--- config.mk ---
export PLATFORM = sky130hd
export DESIGN_NAME = multichannel_adc_moving_average_top
export DESIGN_NICKNAME = d
export VERILOG_FILES = /design/src/rtl/madcma_pkg.sv /design/src/rtl/multichannel_adc_moving_average_top.sv
export SDC_FILE = /design/constraint.sdc
export NUM_CORES = 1
export LEC_CHECK = 0
export BUFFER_PORTS_ARGS = -buffer_cell sky130_fd_sc_hd__buf_2
export CORE_ASPECT_RATIO = 1.25
export CORE_MARGIN = 5
export CORE_UTILIZATION = 57
export CTS_BUF_LIST = sky130_fd_sc_hd__clkbuf_16
export CTS_CLUSTER_SIZE = 12
export DETAILED_ROUTE_END_ITERATION = 16
export PLACE_DENSITY = 0.77
export SYNTH_ARGS = -nofsm -noshare
export SYNTH_HDL_FRONTEND = slang
export SYNTH_SLANG_ARGS = --single-unit
--- constraint.sdc ---
create_clock -name clk -period 4.55 [get_ports clk]
set_clock_uncertainty 0.1 [all_clocks]
set_input_delay 0.91 -clock clk [delete_from_list [all_inputs] [get_ports clk]]
set_output_delay 0.91 -clock clk [all_outputs]
set_load 0.02 [all_outputs]
--- src/rtl/madcma_pkg.sv ---
package madcma_pkg;

	localparam int SAMPLE_W = 16;
	localparam int MUX_W = 5;
	localparam int SLOT_W = 2;
	localparam int REG_POSITIONS = 3;
	localparam logic [MUX_W-1:0] MUX_MASK = 5'b11111;

	localparam int CHANNELS_DEF = 3;
	localparam int AVG_DEPTH_DEF = 8;

	localparam int CFG_IDX_W = 3;
	localparam int CFG_DATA_W = 5;

	// slot, average, next_mux packed and padded to whole bytes
	localparam int OUT_FIELDS_W = SLOT_W + SAMPLE_W + MUX_W;
	localparam int OUT_TDATA_W = ((OUT_FIELDS_W + 7) / 8) * 8;

	typedef enum logic [CFG_IDX_W-1:0] {
		CFG_FREE_RUN_LAG = 3'd0,
		CFG_MUX_CODE_CH0 = 3'd1,
		CFG_MUX_CODE_CH1 = 3'd2,
		CFG_MUX_CODE_CH2 = 3'd3,
		CFG_SLOT_CH0     = 3'd4,
		CFG_SLOT_CH1     = 3'd5,
		CFG_SLOT_CH2     = 3'd6
	} cfg_idx_t;

endpackage

--- src/rtl/multichannel_adc_moving_average_top.sv ---
// channel  | dir | signals                      | contents
// ---------+-----+------------------------------+----------------------------------
// s        | in  | s_tvalid s_tready s_tdata    | sample
// m        | out | m_tvalid m_tready m_tdata    | slot, average, next_mux
// cfg      | in  | cfg_we cfg_idx cfg_data      | register write, no read-back
//
// one sample accepted per cycle unless stalled; m_tvalid is the output register
// stages: ring read and write at accept, running sum update, reciprocal multiply
// every stage holds an item while the next one is full, so a stalled output
// still lets the earlier stages fill
// arst_n clears scan position, ring pointers, fill flags and sums; rings are
// not swept, an unfilled ring entry reads as zero through its channel fill flag
module multichannel_adc_moving_average_top
	import madcma_pkg::*;
#(
	parameter int CHANNELS = CHANNELS_DEF,
	parameter int AVG_DEPTH = AVG_DEPTH_DEF
) (
	input  logic                   clk,
	input  logic                   arst_n,
	input  logic                   s_tvalid,
	output logic                   s_tready,
	input  logic [SAMPLE_W-1:0]    s_tdata,    // [15:0] sample
	output logic                   m_tvalid,
	input  logic                   m_tready,
	output logic [OUT_TDATA_W-1:0] m_tdata,    // [1:0] slot, [17:2] average, [22:18] next_mux
	input  logic                   cfg_we,
	input  logic [CFG_IDX_W-1:0]   cfg_idx,
	input  logic [CFG_DATA_W-1:0]  cfg_data
);

	localparam int CH_W = (CHANNELS > 1) ? $clog2(CHANNELS) : 1;
	localparam int PTR_W = (AVG_DEPTH > 1) ? $clog2(AVG_DEPTH) : 1;
	localparam int DEPTH_LOG = $clog2(AVG_DEPTH);
	localparam int SUM_W = SAMPLE_W + DEPTH_LOG;
	localparam int RECIP_SHIFT = SUM_W + DEPTH_LOG;
	localparam int MUL_W = SUM_W + 2;
	localparam longint unsigned RECIP_VAL =
		((64'd1 << RECIP_SHIFT) + AVG_DEPTH - 1) / AVG_DEPTH;
	localparam logic [MUL_W-1:0] RECIP = MUL_W'(RECIP_VAL);
	localparam int PROD_W = SUM_W + MUL_W;
	localparam logic [CH_W-1:0] LAST_CH = CH_W'(CHANNELS - 1);
	localparam logic [PTR_W-1:0] LAST_PTR = PTR_W'(AVG_DEPTH - 1);

	// configuration
	logic                  lag_q;
	logic [MUX_W-1:0]      mux_code_q [REG_POSITIONS];
	logic [SLOT_W-1:0]     slot_cfg_q [REG_POSITIONS];

	// scan and ring state
	logic [CH_W-1:0]       scan_q;
	logic [PTR_W-1:0]      wp_q [CHANNELS];
	logic [CHANNELS-1:0]   filled_q;
	logic [SUM_W-1:0]      sum_q [CHANNELS];
	logic [SAMPLE_W-1:0]   hist_mem [CHANNELS][AVG_DEPTH];

	// stage 1
	logic                  v_s1;
	logic [SAMPLE_W-1:0]   sample_s1;
	logic [SAMPLE_W-1:0]   hist_rd_s1;
	logic                  filled_s1;
	logic [CH_W-1:0]       tgt_s1;
	logic [SLOT_W-1:0]     slot_s1;
	logic [MUX_W-1:0]      mux_s1;

	// stage 2
	logic                  v_s2;
	logic [SUM_W-1:0]      sum_s2;
	logic [SLOT_W-1:0]     slot_s2;
	logic [MUX_W-1:0]      mux_s2;

	// output register
	logic                  out_valid_q;
	logic [SLOT_W-1:0]     out_slot_q;
	logic [SAMPLE_W-1:0]   out_avg_q;
	logic [MUX_W-1:0]      out_mux_q;

	logic                  accept;
	logic                  adv1;
	logic                  adv2;
	logic [CH_W-1:0]       tgt;
	logic [CH_W-1:0]       nxt;
	logic [2:0]            tgt_ext;
	logic [2:0]            nxt_ext;
	logic [SLOT_W-1:0]     slot_sel;
	logic [MUX_W-1:0]      mux_sel;
	logic [PTR_W-1:0]      wp_cur;
	logic [SAMPLE_W-1:0]   old_s1;
	logic [SUM_W:0]        sum_calc;
	logic [SUM_W-1:0]      sum_new;
	logic [PROD_W-1:0]     prod;

	// handshake
	assign adv2 = v_s2 && (!out_valid_q || m_tready);
	assign adv1 = v_s1 && (!v_s2 || adv2);
	assign s_tready = !v_s1 || adv1;
	assign accept = s_tvalid && s_tready;

	// channel selection
	always_comb begin
		if (lag_q) begin
			tgt = (scan_q == '0) ? LAST_CH : scan_q - 1'b1;
		end else begin
			tgt = scan_q;
		end
		nxt = (scan_q == LAST_CH) ? '0 : scan_q + 1'b1;
		tgt_ext = 3'(tgt);
		nxt_ext = 3'(nxt);
		wp_cur = wp_q[tgt];
	end

	always_comb begin
		unique case (tgt_ext)
			3'd0: slot_sel = slot_cfg_q[0];
			3'd1: slot_sel = slot_cfg_q[1];
			3'd2: slot_sel = slot_cfg_q[2];
			default: slot_sel = tgt_ext[SLOT_W-1:0];
		endcase
		unique case (nxt_ext)
			3'd0: mux_sel = mux_code_q[0];
			3'd1: mux_sel = mux_code_q[1];
			3'd2: mux_sel = mux_code_q[2];
			default: mux_sel = MUX_W'(nxt_ext) & MUX_MASK;
		endcase
	end

	// configuration writes
	always_ff @(posedge clk or negedge arst_n) begin
		if (!arst_n) begin
			lag_q <= 1'b0;
			for (int i = 0; i < REG_POSITIONS; i++) begin
				mux_code_q[i] <= MUX_W'(i);
				slot_cfg_q[i] <= SLOT_W'(i);
			end
		end else if (cfg_we) begin
			unique case (cfg_idx_t'(cfg_idx))
				CFG_FREE_RUN_LAG: lag_q <= cfg_data[0];
				CFG_MUX_CODE_CH0: mux_code_q[0] <= cfg_data[MUX_W-1:0];
				CFG_MUX_CODE_CH1: mux_code_q[1] <= cfg_data[MUX_W-1:0];
				CFG_MUX_CODE_CH2: mux_code_q[2] <= cfg_data[MUX_W-1:0];
				CFG_SLOT_CH0:     slot_cfg_q[0] <= cfg_data[SLOT_W-1:0];
				CFG_SLOT_CH1:     slot_cfg_q[1] <= cfg_data[SLOT_W-1:0];
				CFG_SLOT_CH2:     slot_cfg_q[2] <= cfg_data[SLOT_W-1:0];
				default: ;
			endcase
		end
	end

	// sample rings, read before write at one address
	always_ff @(posedge clk) begin
		if (accept) begin
			hist_rd_s1 <= hist_mem[tgt][wp_cur];
			hist_mem[tgt][wp_cur] <= s_tdata;
		end
	end

	// scan position and ring pointers
	always_ff @(posedge clk or negedge arst_n) begin
		if (!arst_n) begin
			scan_q <= '0;
			filled_q <= '0;
			for (int i = 0; i < CHANNELS; i++) begin
				wp_q[i] <= '0;
			end
		end else if (accept) begin
			scan_q <= nxt;
			if (wp_cur == LAST_PTR) begin
				wp_q[tgt] <= '0;
				filled_q[tgt] <= 1'b1;
			end else begin
				wp_q[tgt] <= wp_cur + 1'b1;
			end
		end
	end

	// stage 1
	always_ff @(posedge clk or negedge arst_n) begin
		if (!arst_n) begin
			v_s1 <= 1'b0;
		end else if (s_tready) begin
			v_s1 <= s_tvalid;
		end
	end

	always_ff @(posedge clk) begin
		if (accept) begin
			sample_s1 <= s_tdata;
			filled_s1 <= filled_q[tgt];
			tgt_s1 <= tgt;
			slot_s1 <= slot_sel;
			mux_s1 <= mux_sel;
		end
	end

	// stage 2: running sum
	always_comb begin
		old_s1 = filled_s1 ? hist_rd_s1 : '0;
		sum_calc = {1'b0, sum_q[tgt_s1]} - (SUM_W+1)'(old_s1) + (SUM_W+1)'(sample_s1);
		sum_new = sum_calc[SUM_W-1:0];
	end

	always_ff @(posedge clk or negedge arst_n) begin
		if (!arst_n) begin
			v_s2 <= 1'b0;
			for (int i = 0; i < CHANNELS; i++) begin
				sum_q[i] <= '0;
			end
		end else begin
			if (!v_s2 || adv2) begin
				v_s2 <= v_s1;
			end
			if (adv1) begin
				sum_q[tgt_s1] <= sum_new;
			end
		end
	end

	always_ff @(posedge clk) begin
		if (adv1) begin
			sum_s2 <= sum_new;
			slot_s2 <= slot_s1;
			mux_s2 <= mux_s1;
		end
	end

	// division by window depth through reciprocal multiply
	assign prod = PROD_W'(sum_s2) * PROD_W'(RECIP);

	always_ff @(posedge clk or negedge arst_n) begin
		if (!arst_n) begin
			out_valid_q <= 1'b0;
		end else if (!out_valid_q || m_tready) begin
			out_valid_q <= v_s2;
		end
	end

	always_ff @(posedge clk) begin
		if (adv2) begin
			out_slot_q <= slot_s2;
			out_avg_q <= prod[RECIP_SHIFT +: SAMPLE_W];
			out_mux_q <= mux_s2;
		end
	end

	assign m_tvalid = out_valid_q;
	assign m_tdata = OUT_TDATA_W'({out_mux_q, out_avg_q, out_slot_q});

	// checks
	a_scan_range: assert property (@(posedge clk) disable iff (!arst_n)
		scan_q <= LAST_CH)
		else $error("scan position beyond channel count");

	a_ptr_range: assert property (@(posedge clk) disable iff (!arst_n)
		accept |-> wp_cur <= LAST_PTR)
		else $error("ring pointer beyond window depth");

	a_s1_free: assert property (@(posedge clk) disable iff (!arst_n)
		!v_s1 |-> s_tready)
		else $error("input stalled with stage 1 empty");

	a_s2_hold: assert property (@(posedge clk) disable iff (!arst_n)
		v_s2 && out_valid_q && !m_tready |=> v_s2 && $stable(sum_s2))
		else $error("stage 2 item lost under output stall");

	a_s1_hold: assert property (@(posedge clk) disable iff (!arst_n)
		v_s1 && !adv1 |=> v_s1 && $stable(tgt_s1) && $stable(sample_s1))
		else $error("stage 1 item lost under stall");

endmodule
==> flow_metrics.env, run 1 <==
export IMPL_fin_crit_sh_pct=91.98
export IMPL_min_to="out_avg_q[0]"
export IMPL_yosys_top_cells_count="472 x edfxtp_1, 228 x nand2_1, 93 x nor2_1, 92 x dfrtp_1, 87 x nand3_1"
export IMPL_synth_top_area_cell="edfxtp_1"
export IMPL_final_max_slew_viol_count=0
export IMPL_die_x_um=194.8
export IMPL_leakagePower_nw=10.06
export IMPL_cts_post_setup_buffers_inserted=0
export IMPL_via_per_inst=6.308
export IMPL_vdd_ir_drop_worst_v=0.0004703
export IMPL_hold_viol_final=0
export IMPL_total_power_w=0.02042
export IMPL_max_slew_margin_rel_pct=23.63
export IMPL_async_reset_ff_share_pct=16.90
export IMPL_reg2reg_depth=11
export IMPL_drive_above_1_share_pct=16.58
export IMPL_end_kind="register"
export IMPL_dr_first_iter_drc_count=1592
export IMPL_hp_class="register to register"
export IMPL_cp_max_fo=26
export IMPL_p_per_area_nw_per_um2=755.3
export IMPL_clkTransAtPathRegs_ns=0.06
export IMPL_start_util_pct=57.74
export IMPL_synth_most_common_cell="edfxtp_1"
export IMPL_r2r_end="hist_rd_s1[7]"
export IMPL_fillers=2995
export IMPL_synthTopCellsByArea="edfxtp_1 58%, dfrtp_1 9.5%, nand2_1 3.5%, mux2_2 3.4%, mux2i_1 1.9%"
export IMPL_gr_usage_all_layers_pct=25.32
export IMPL_tightest_slew_ns=1.143
export IMPL_final_area_um2=27030
export IMPL_grt_overflow_total=0
export IMPL_path_class="register to register"
export IMPL_die_y_um=241.0
export IMPL_port_buffers=53
export IMPL_min_delay_start="sum_s2[3]"
export IMPL_synth_ff_type="edfxtp_1"
export IMPL_syn2layout_area_growth_pct=11.08
export IMPL_pin_count=55
export IMPL_antenna_left=0
export IMPL_die_area_um2=46950
export IMPL_yosysSeqAreaShare_pct=68.14
export IMPL_grt_max_degree=74
export IMPL_core_um2=42150
export IMPL_place_area_um2=25450
export IMPL_syn_area_um2=24330
export IMPL_cts_tree="yes"
export IMPL_clock_latency_ns=0.62
export IMPL_place_ws_ns=0.4230
export IMPL_timing_rr_start="scan_q[0]"
export IMPL_dpl_hpwl_um=39010
export IMPL_finalSetupTns_ns=0
export IMPL_std_cell_rows=84
export IMPL_vias=15669
export IMPL_antenna_found_initial=1
export IMPL_rsz0062_at_grt="false"
export IMPL_drc=0
export IMPL_critPathArrivalTime_ns=4.44
export IMPL_min_path_cells=0
export IMPL_synth_enable_flop_cells=472
export IMPL_numClockSinks=568
export IMPL_synth_top_cell_area_share_pct=58.24
export IMPL_cp_start_kind="register"
export IMPL_cts_resized=0
export IMPL_root_buffer="clkbuf_16"
export IMPL_worst_slack_ns=0.3650
export IMPL_numCtsBuffers=56
export IMPL_max_cap_violations=0
export IMPL_post_route_min_period_ns=4.185
export IMPL_setup_viol_count_final=0
export IMPL_gp_congestion=0.9430
export IMPL_firstDrtPassIters=6
export IMPL_htreeDepth=2
export IMPL_grt_pass1_wl_um=92090
export IMPL_status="finished, final reports clean"
export IMPL_clk_path_buf_depth=3
export IMPL_cp_data_required_time_ns=4.81
export IMPL_ys_ff_latch=568
export IMPL_hold_worst_slack_ns=0.3138
export IMPL_wirelength_um=59690
export IMPL_first_global_vias=15749
export IMPL_syn_mean_instance_area_um2=13.48
export IMPL_yosys_warnings=0
export IMPL_syn_instance_count=1805
export IMPL_cts_hold_fix_buffers=0
export IMPL_synthDistinctLibCells=89
export IMPL_wire_per_inst_um=24.03
export IMPL_synth_nets=1876
export IMPL_final_nets=1964
export IMPL_r2r_setup_slack_ns=0.36
export IMPL_max_clock_freq_mhz=238.9
final cells by class:
class / count / area, um^2 / share of cell area (%)
Sequential cell: 568 / 16580 / 61.34
Clock inverter: 33 / 173.9 / 0.6434
Antenna cell: 1 / 2.502 / 0.009258
Tap cell: 559 / 699.4 / 2.588
Clock buffer: 56 / 1401 / 5.184
Inverter: 73 / 281.5 / 1.042
Multi-Input combinational cell: 1072 / 7079 / 26.19
Timing Repair Buffer: 122 / 810.8 / 3.000
stage by stage:
stage	util [%]	cells
after floorplan	-	1805
after global placement	60.39	2394
after detailed placement	60.39	2394
after CTS	64.13	2483
after global routing	64.13	2483
final	64.13	2484
cell families after synthesis:
| group | share of synthesized area (%) |
|---|---|
| flip-flops | 68.14 |
| AND/OR/NAND/NOR | 10.66 |
| AO/OA/AOI/OAI | 9.651 |
| buffers and inverters | 3.064 |
| multiplexers | 5.275 |
| adder cells (fa/ha/maj) | 2.653 |
| XOR/XNOR | 0.5398 |
| other | 0.01541 |
metal layers:
metal / share of wire, % / track usage [%]
met1: 36 / 31.85
met2: 51 / 44.76
met3: 8.7 / 4.133
met4: 3.8 / 9.460
met5: 0 / 0
worst max path at each step:
stage                      end      start
2_1_floorplan  hist_mem[0][16]   m_tready
5_1_grt          hist_rd_s1[5]  scan_q[0]
3_5_place_dp     hist_rd_s1[5]  scan_q[0]
6_report         hist_rd_s1[7]  scan_q[0]
3_3_place_gp     hist_rd_s1[5]  scan_q[0]
4_1_cts          hist_rd_s1[3]  scan_q[0]
state kept, by name (all words and copies together) (netlist names), 9 cells and up:
register and flops:
wp_q 9, sum_q 57, sum_s2 16, hist_mem 384, sample_s1 16, out_avg_q 16, hist_rd_s1 16, mux_code_q 15
worst max-delay path, cell delays in order, from the launching register on:
cell	delay, ns
dfrtp_1	0.56
inv_1	0.16
ha_1	0.44
and2b_4	0.25
nor3_4	0.32
buf_4	0.30
a21oi_4	0.09
buf_4	0.27
nor3_1	0.88
o211a_1	0.32
a311oi_1	0.09
o41ai_1	0.14
power by group:
| part | switching, W | total, W | internal [W] |
|---|---|---|---|
| clock network | 0.00187 | 0.00408 | 0.00221 |
| registers | 0.000434 | 0.00733 | 0.00690 |
| logic | 0.00590 | 0.00900 | 0.00311 |
| total | 0.00820 | 0.0204 | 0.0122 |
cell usage in the layout, fill, tap and decap left out, drive strengths merged, types with 14 or more instances in the layout:
| master | n |
|---|---|
| o211ai | 17 |
| clkbuf | 56 |
| fa | 16 |
| nand2b | 14 |
| a311oi | 17 |
| mux2i | 45 |
| and3 | 16 |
| ha | 26 |
| nor2 | 97 |
| nand2 | 232 |
| inv | 98 |
| edfxtp | 472 |
| buf | 122 |
| and2 | 21 |
| nand3 | 88 |
| a21oi | 87 |
| mux2 | 74 |
| a21o | 18 |
| nor3 | 49 |
| o21ai | 73 |
| dfrtp | 92 |
(Power assumes the default switching activity.)
==> inputs of run 2 (changes only) <==
Settings changed: CELL_PAD_IN_SITES_DETAIL_PLACEMENT set to 2, CELL_PAD_IN_SITES_GLOBAL_PLACEMENT set to 2, CORE_UTILIZATION 57 to 45, PLACE_DENSITY 0.77 to 0.82.
==> flow_metrics.env, run 2 (synthesis gave the netlist of run 1 again) <==
export IMPL_wl_met1_um=30220
export IMPL_wirelength_um=82030
export IMPL_drive_above_1_share_pct=17.59
export IMPL_gr_usage_all_layers_pct=27.69
export IMPL_regArea_um2=16580
export IMPL_wire_per_inst_um=30.70
export IMPL_cp_data_required_time_ns=4.77
export IMPL_die_x_um=218.0
export IMPL_firstDrtPassIters=6
export IMPL_fillers=5106
export IMPL_critPathArrivalTime_ns=4.63
export IMPL_final_cell_mix="472 x edfxtp_1, 228 x nand2_1, 92 x dfrtp_1"
export IMPL_cts_post_setup_buffers_inserted=0
export IMPL_post_route_min_period_ns=4.415
export IMPL_std_cell_rows=95
export IMPL_clkTransAtPathRegs_ns=0.06
export IMPL_tightest_slew_ns=1.147
export IMPL_status="finished, final reports clean"
export IMPL_largest_register="hist_mem"
export IMPL_die_y_um=270.0
export IMPL_highest_layer="met5"
export IMPL_gp_congestion=0.8579
export IMPL_root_buffer="clkbuf_16"
export IMPL_drc=0
export IMPL_wl_met3_um=4869
export IMPL_p_per_area_nw_per_um2=799.2
export IMPL_max_clock_freq_mhz=226.5
export IMPL_cp_start_kind="register"
export IMPL_slowest_delay_ns=0.71
export IMPL_end_kind="register"
export IMPL_max_slew_margin_rel_pct=23.54
export IMPL_fin_cells=2672
export IMPL_numCtsBuffers=58
export IMPL_hold_viol_final=0
export IMPL_grt_pass1_wl_um=121900
export IMPL_placedCellCount=2573
export IMPL_clock_latency_ns=0.65
export IMPL_start_util_pct=45.29
export IMPL_via_per_inst=6.064
export IMPL_numClockSinks=568
export IMPL_max_cap_violations=0
export IMPL_final_nets=1977
export IMPL_port_buffers=53
export IMPL_die_area_um2=58860
export IMPL_final_max_slew_viol_count=0
export IMPL_path_class="register to register"
export IMPL_finalSetupTns_ns=0
export IMPL_leakagePower_nw=10.17
export IMPL_layout_commonest_cell="edfxtp_1"
export IMPL_hp_class="input pin to async pin"
export IMPL_multiInputGateArea_um2=7087
export IMPL_syn2layout_area_growth_pct=12.92
export IMPL_pin_count=55
export IMPL_vdd_ir_drop_worst_v=0.0004013
export IMPL_antenna_left=0
export IMPL_dpl_hpwl_um=54710
export IMPL_crit_chain="inv_1 > ha_1 > and2b_4 > nor3_4 > a21oi_4 > buf_4 > nand2_1 > a21oi_1 > a21o_1 > o41ai_1"
export IMPL_setup_viol_count_final=0
export IMPL_htreeDepth=2
export IMPL_grt_max_degree=70
export IMPL_antenna_found_initial=2
export IMPL_utilization_pct=51.14
export IMPL_first_global_vias=18278
export IMPL_rsz0062_at_grt="false"
export IMPL_clk_path_buf_depth=3
export IMPL_wl_met2_um=42970
export IMPL_reg_largest_list="hist_mem x384, sum_q x57"
export IMPL_core_um2=53730
export IMPL_slowest_stage="o41ai_1"
export IMPL_largest_register_ff_count=384
export IMPL_vias=16203
export IMPL_grt_overflow_total=0
export IMPL_hold_worst_slack_ns=0.2983
export IMPL_dr_first_iter_drc_count=1657
export IMPL_cp_max_fo=33
export IMPL_cts_tree="yes"
export IMPL_fin_crit_sh_pct=97.04
[run 2: cell types whose count changed in the layout (fill, tap and decap cells not counted), moves of 5 or more]
cell | before | now
buf_4 | 68 | 76
inv_1 | 90 | 81
clkinv_1 | 3 | 12
clkinv_2 | 2 | 7
[run 2: critical path, delay by kind of cell (launching register included)]
kind,cells,cell delay (ns)
buffers and inverters,2,0.55
adders and majority gates,1,0.49
DFF,1,0.55
and+or+nand+nor,3,1.19
AOI/OAI and AO/OA,4,1.19
[run 2: path summary, 6_finish.rpt]
check	slack, ns	depth (start not counted)	from	to
worst max-delay path	0.13	10	scan_q[1]	hist_rd_s1[3]
worst min-delay path	0.30	1	arst_n	v_s2
worst max register to register	0.13	10	scan_q[1]	hist_rd_s1[3]
worst min register to register	0.31	0	sum_s2[5]	out_avg_q[2]
max in group asynchronous	3.06	2	arst_n	sum_q[54]
min in group clk	0.31	0	sum_s2[5]	out_avg_q[2]
[run 2: repair_timing]
action,CTS,global route
endpoints found under the setup margin,0,4
hold buffers,0,0
resized for setup,0,1
[run 2: routing by layer]
| layer | track usage [%] | vias up |
|---|---|---|
| met4 | 12.33 | 2 |
| met3 | 5.079 | 219 |
| met1 | 32.82 | 8469 |
| met5 | 0 | - |
| met2 | 48.97 | 612 |
| li1 | - | 6901 |
[run 2: final cells by class]
cell class              count  area share (%)
diodes                      1        0.009107
clock buffers              58           5.282
clock inverters            40          0.8515
inverters                  73           1.025
multi-input cells        1072           25.79
flip-flops and latches    568           60.34
well taps                 727           3.310
repair buffers            133           3.388
[run 2: through the flow]
step                      worst slack (ns)  power, W  instance area (um^2)
after floorplan                     0.1432   0.01344                 24330
after global placement              0.5663   0.01651                 25790
after detailed placement            0.2425   0.01736                 25790
after CTS                           0.1913   0.02200                 27480
after global routing               0.03275   0.02298                 27480
final                               0.1347   0.02196                 27480
[run 2: where the power goes]
part / total (W) / internal, W / switching [W]
registers: 0.00735 / 0.00690 / 0.000450
logic: 0.0102 / 0.00325 / 0.00697
clock network: 0.00439 / 0.00240 / 0.00199
total: 0.0220 / 0.0126 / 0.00941
==> inputs of run 3 (changes only) <==
Settings changed: PLACE_DENSITY 0.82 to not set, PLACE_DENSITY_LB_ADDON set to 0.1.
==> flow_metrics.env, run 3 (synthesis gave the netlist of run 1 again) <==
export IMPL_antenna_left=0
export IMPL_htreeDepth=2
export IMPL_setup_viol_count_final=0
export IMPL_first_global_vias=17889
export IMPL_syn2layout_area_growth_pct=13.84
export IMPL_post_route_min_period_ns=4.256
export IMPL_clkTransAtPathRegs_ns=0.06
export IMPL_gr_usage_all_layers_pct=26.09
export IMPL_antennaDiodeCount=0
export IMPL_start_util_pct=45.29
export IMPL_max_clock_freq_mhz=235.0
export IMPL_vdd_ir_drop_worst_v=0.0004374
export IMPL_fin_crit_sh_pct=93.54
export IMPL_cp_max_fo=16
export IMPL_hold_worst_slack_ns=0.2690
export IMPL_met3_usage_pct=3.431
export IMPL_max_slew_margin_rel_pct=17.88
export IMPL_grt_max_degree=64
export IMPL_wire_per_inst_um=28.61
export IMPL_crit_end="sum_q[56]"
export IMPL_die_area_um2=58860
export IMPL_end_kind="register"
export IMPL_wirelength_um=77160
export IMPL_via_per_inst=5.932
export IMPL_slowest_delay_ns=0.52
export IMPL_grt_pass1_wl_um=116200
export IMPL_pin_count=55
export IMPL_cts_hold_fix_buffers=0
export IMPL_cts_tree="yes"
export IMPL_timing_critical_path_buf_inv=3
export IMPL_port_buffers=53
export IMPL_largest_register_ff_count=384
export IMPL_std_cell_rows=95
export IMPL_tightest_slew_ns=1.229
export IMPL_max_cap_violations=0
export IMPL_place_ws_ns=0.2708
export IMPL_grt_overflow_total=0
export IMPL_reg_largest_list="hist_mem x384, sum_q x57"
export IMPL_drive_above_1_share_pct=18.53
export IMPL_die_x_um=218.0
export IMPL_crit_top_cell="a21oi_1"
export IMPL_critPathArrivalTime_ns=4.64
export IMPL_drc=0
export IMPL_die_y_um=270.0
export IMPL_fillers=5071
export IMPL_use_met1_pct=32.55
export IMPL_rsz0062_at_grt="false"
export IMPL_firstDrtPassIters=5
export IMPL_finalSetupTns_ns=0
export IMPL_layout_commonest_cell="edfxtp_1"
export IMPL_p_per_area_nw_per_um2=796.0
export IMPL_numCtsBuffers=59
export IMPL_worst_slack_ns=0.2939
export IMPL_final_max_slew_viol_count=0
export IMPL_timing_rr_start="tgt_s1[1]"
export IMPL_total_power_w=0.02205
export IMPL_gp_congestion=0.8123
export IMPL_core_um2=53730
export IMPL_r2r_end="sum_q[56]"
export IMPL_crit_family="compound AO/OA/AOI/OAI gates"
export IMPL_root_buffer="clkbuf_16"
export IMPL_vias=15999
export IMPL_dr_first_iter_drc_count=1351
export IMPL_cp_data_required_time_ns=4.94
export IMPL_path_class="register to register"
export IMPL_dpl_hpwl_um=51250
export IMPL_grt_met2_usage_pct=47.48
export IMPL_reg2reg_depth=14
export IMPL_hp_class="input pin to async pin"
export IMPL_antenna_found_initial=0
export IMPL_final_nets=1997
export IMPL_r2r_setup_slack_ns=0.29
export IMPL_cp_start_kind="register"
export IMPL_largest_register="hist_mem"
export IMPL_crit_chain="buf_4 > nor2b_2 > buf_6 > a21oi_1 > fa_1 > inv_1 > ha_1 > and3_1 > a21boi_0 > a21oi_1 > a21oi_1 > a311oi_1 > xnor2_1 > mux2_2"
export IMPL_slowest_stage="fa_1"
export IMPL_hold_viol_final=0
export IMPL_clock_latency_ns=0.63
export IMPL_critPathLaunch="tgt_s1[1]"
export IMPL_cp_depth=14
export IMPL_numClockSinks=568
export IMPL_clk_path_buf_depth=3
export IMPL_leakagePower_nw=10.30
export IMPL_gr_max_usage_layer="met2"
export IMPL_final_cell_mix="472 x edfxtp_1, 228 x nand2_1, 98 x buf_4"
export IMPL_status="finished, final reports clean"
run 3: per-stage QoR:
step           utilization (%)  cell area [um^2]  std cells
6_report                 51.56             27700       2697
5_1_grt                  51.56             27700       2697
4_1_cts                  51.48             27660       2693
3_5_place_dp             48.13             25860       2588
3_3_place_gp             48.13             25860       2588
2_1_floorplan                -             24330       1805
run 3: power breakdown:
group          leakage [nW]  switching, W  internal (W)  total (W)
Sequential             5.46      0.000429       0.00690    0.00733
Clock                 0.950       0.00204       0.00259    0.00462
Combinational          3.89       0.00672       0.00338     0.0101
run 3: area by class of cell:
class	count	area (um^2)	area share [%]
flip-flops and latches	568	16580	59.85
multi-input cells	1072	7103	25.64
clock buffers	60	1501	5.420
repair buffers	152	1027	3.708
well taps	727	909.6	3.284
clock inverters	45	299.0	1.079
inverters	73	281.5	1.016
run 3: worst min-delay path by stage:
| stage | slack (ns) | to | startpoint |
|---|---|---|---|
| 3_3_place_gp | 0.30 | out_avg_q[6] | sum_s2[9] |
| 3_5_place_dp | 0.31 | out_avg_q[6] | sum_s2[9] |
| 6_report | 0.27 | v_s2 | arst_n |
| 4_1_cts | 0.28 | m_tvalid | arst_n |
| 5_1_grt | 0.32 | m_tvalid | arst_n |
| 2_1_floorplan | 0.30 | mux_s2[0] | mux_s1[0] |
run 3: repair_timing:
action                                  4_1_cts  5_1_grt
gates resized for setup                       0        3
hold endpoints to repair                      0        0
buffers inserted                              0        4
endpoints found under the setup margin        0       20
run 3: metal layers:
metal  vias up  part of all wire [%]
li1       6944                     -
met2       431                    53
met3       127                   4.2
met5         -                     0
met1      8497                    40
met4         0                   3.1
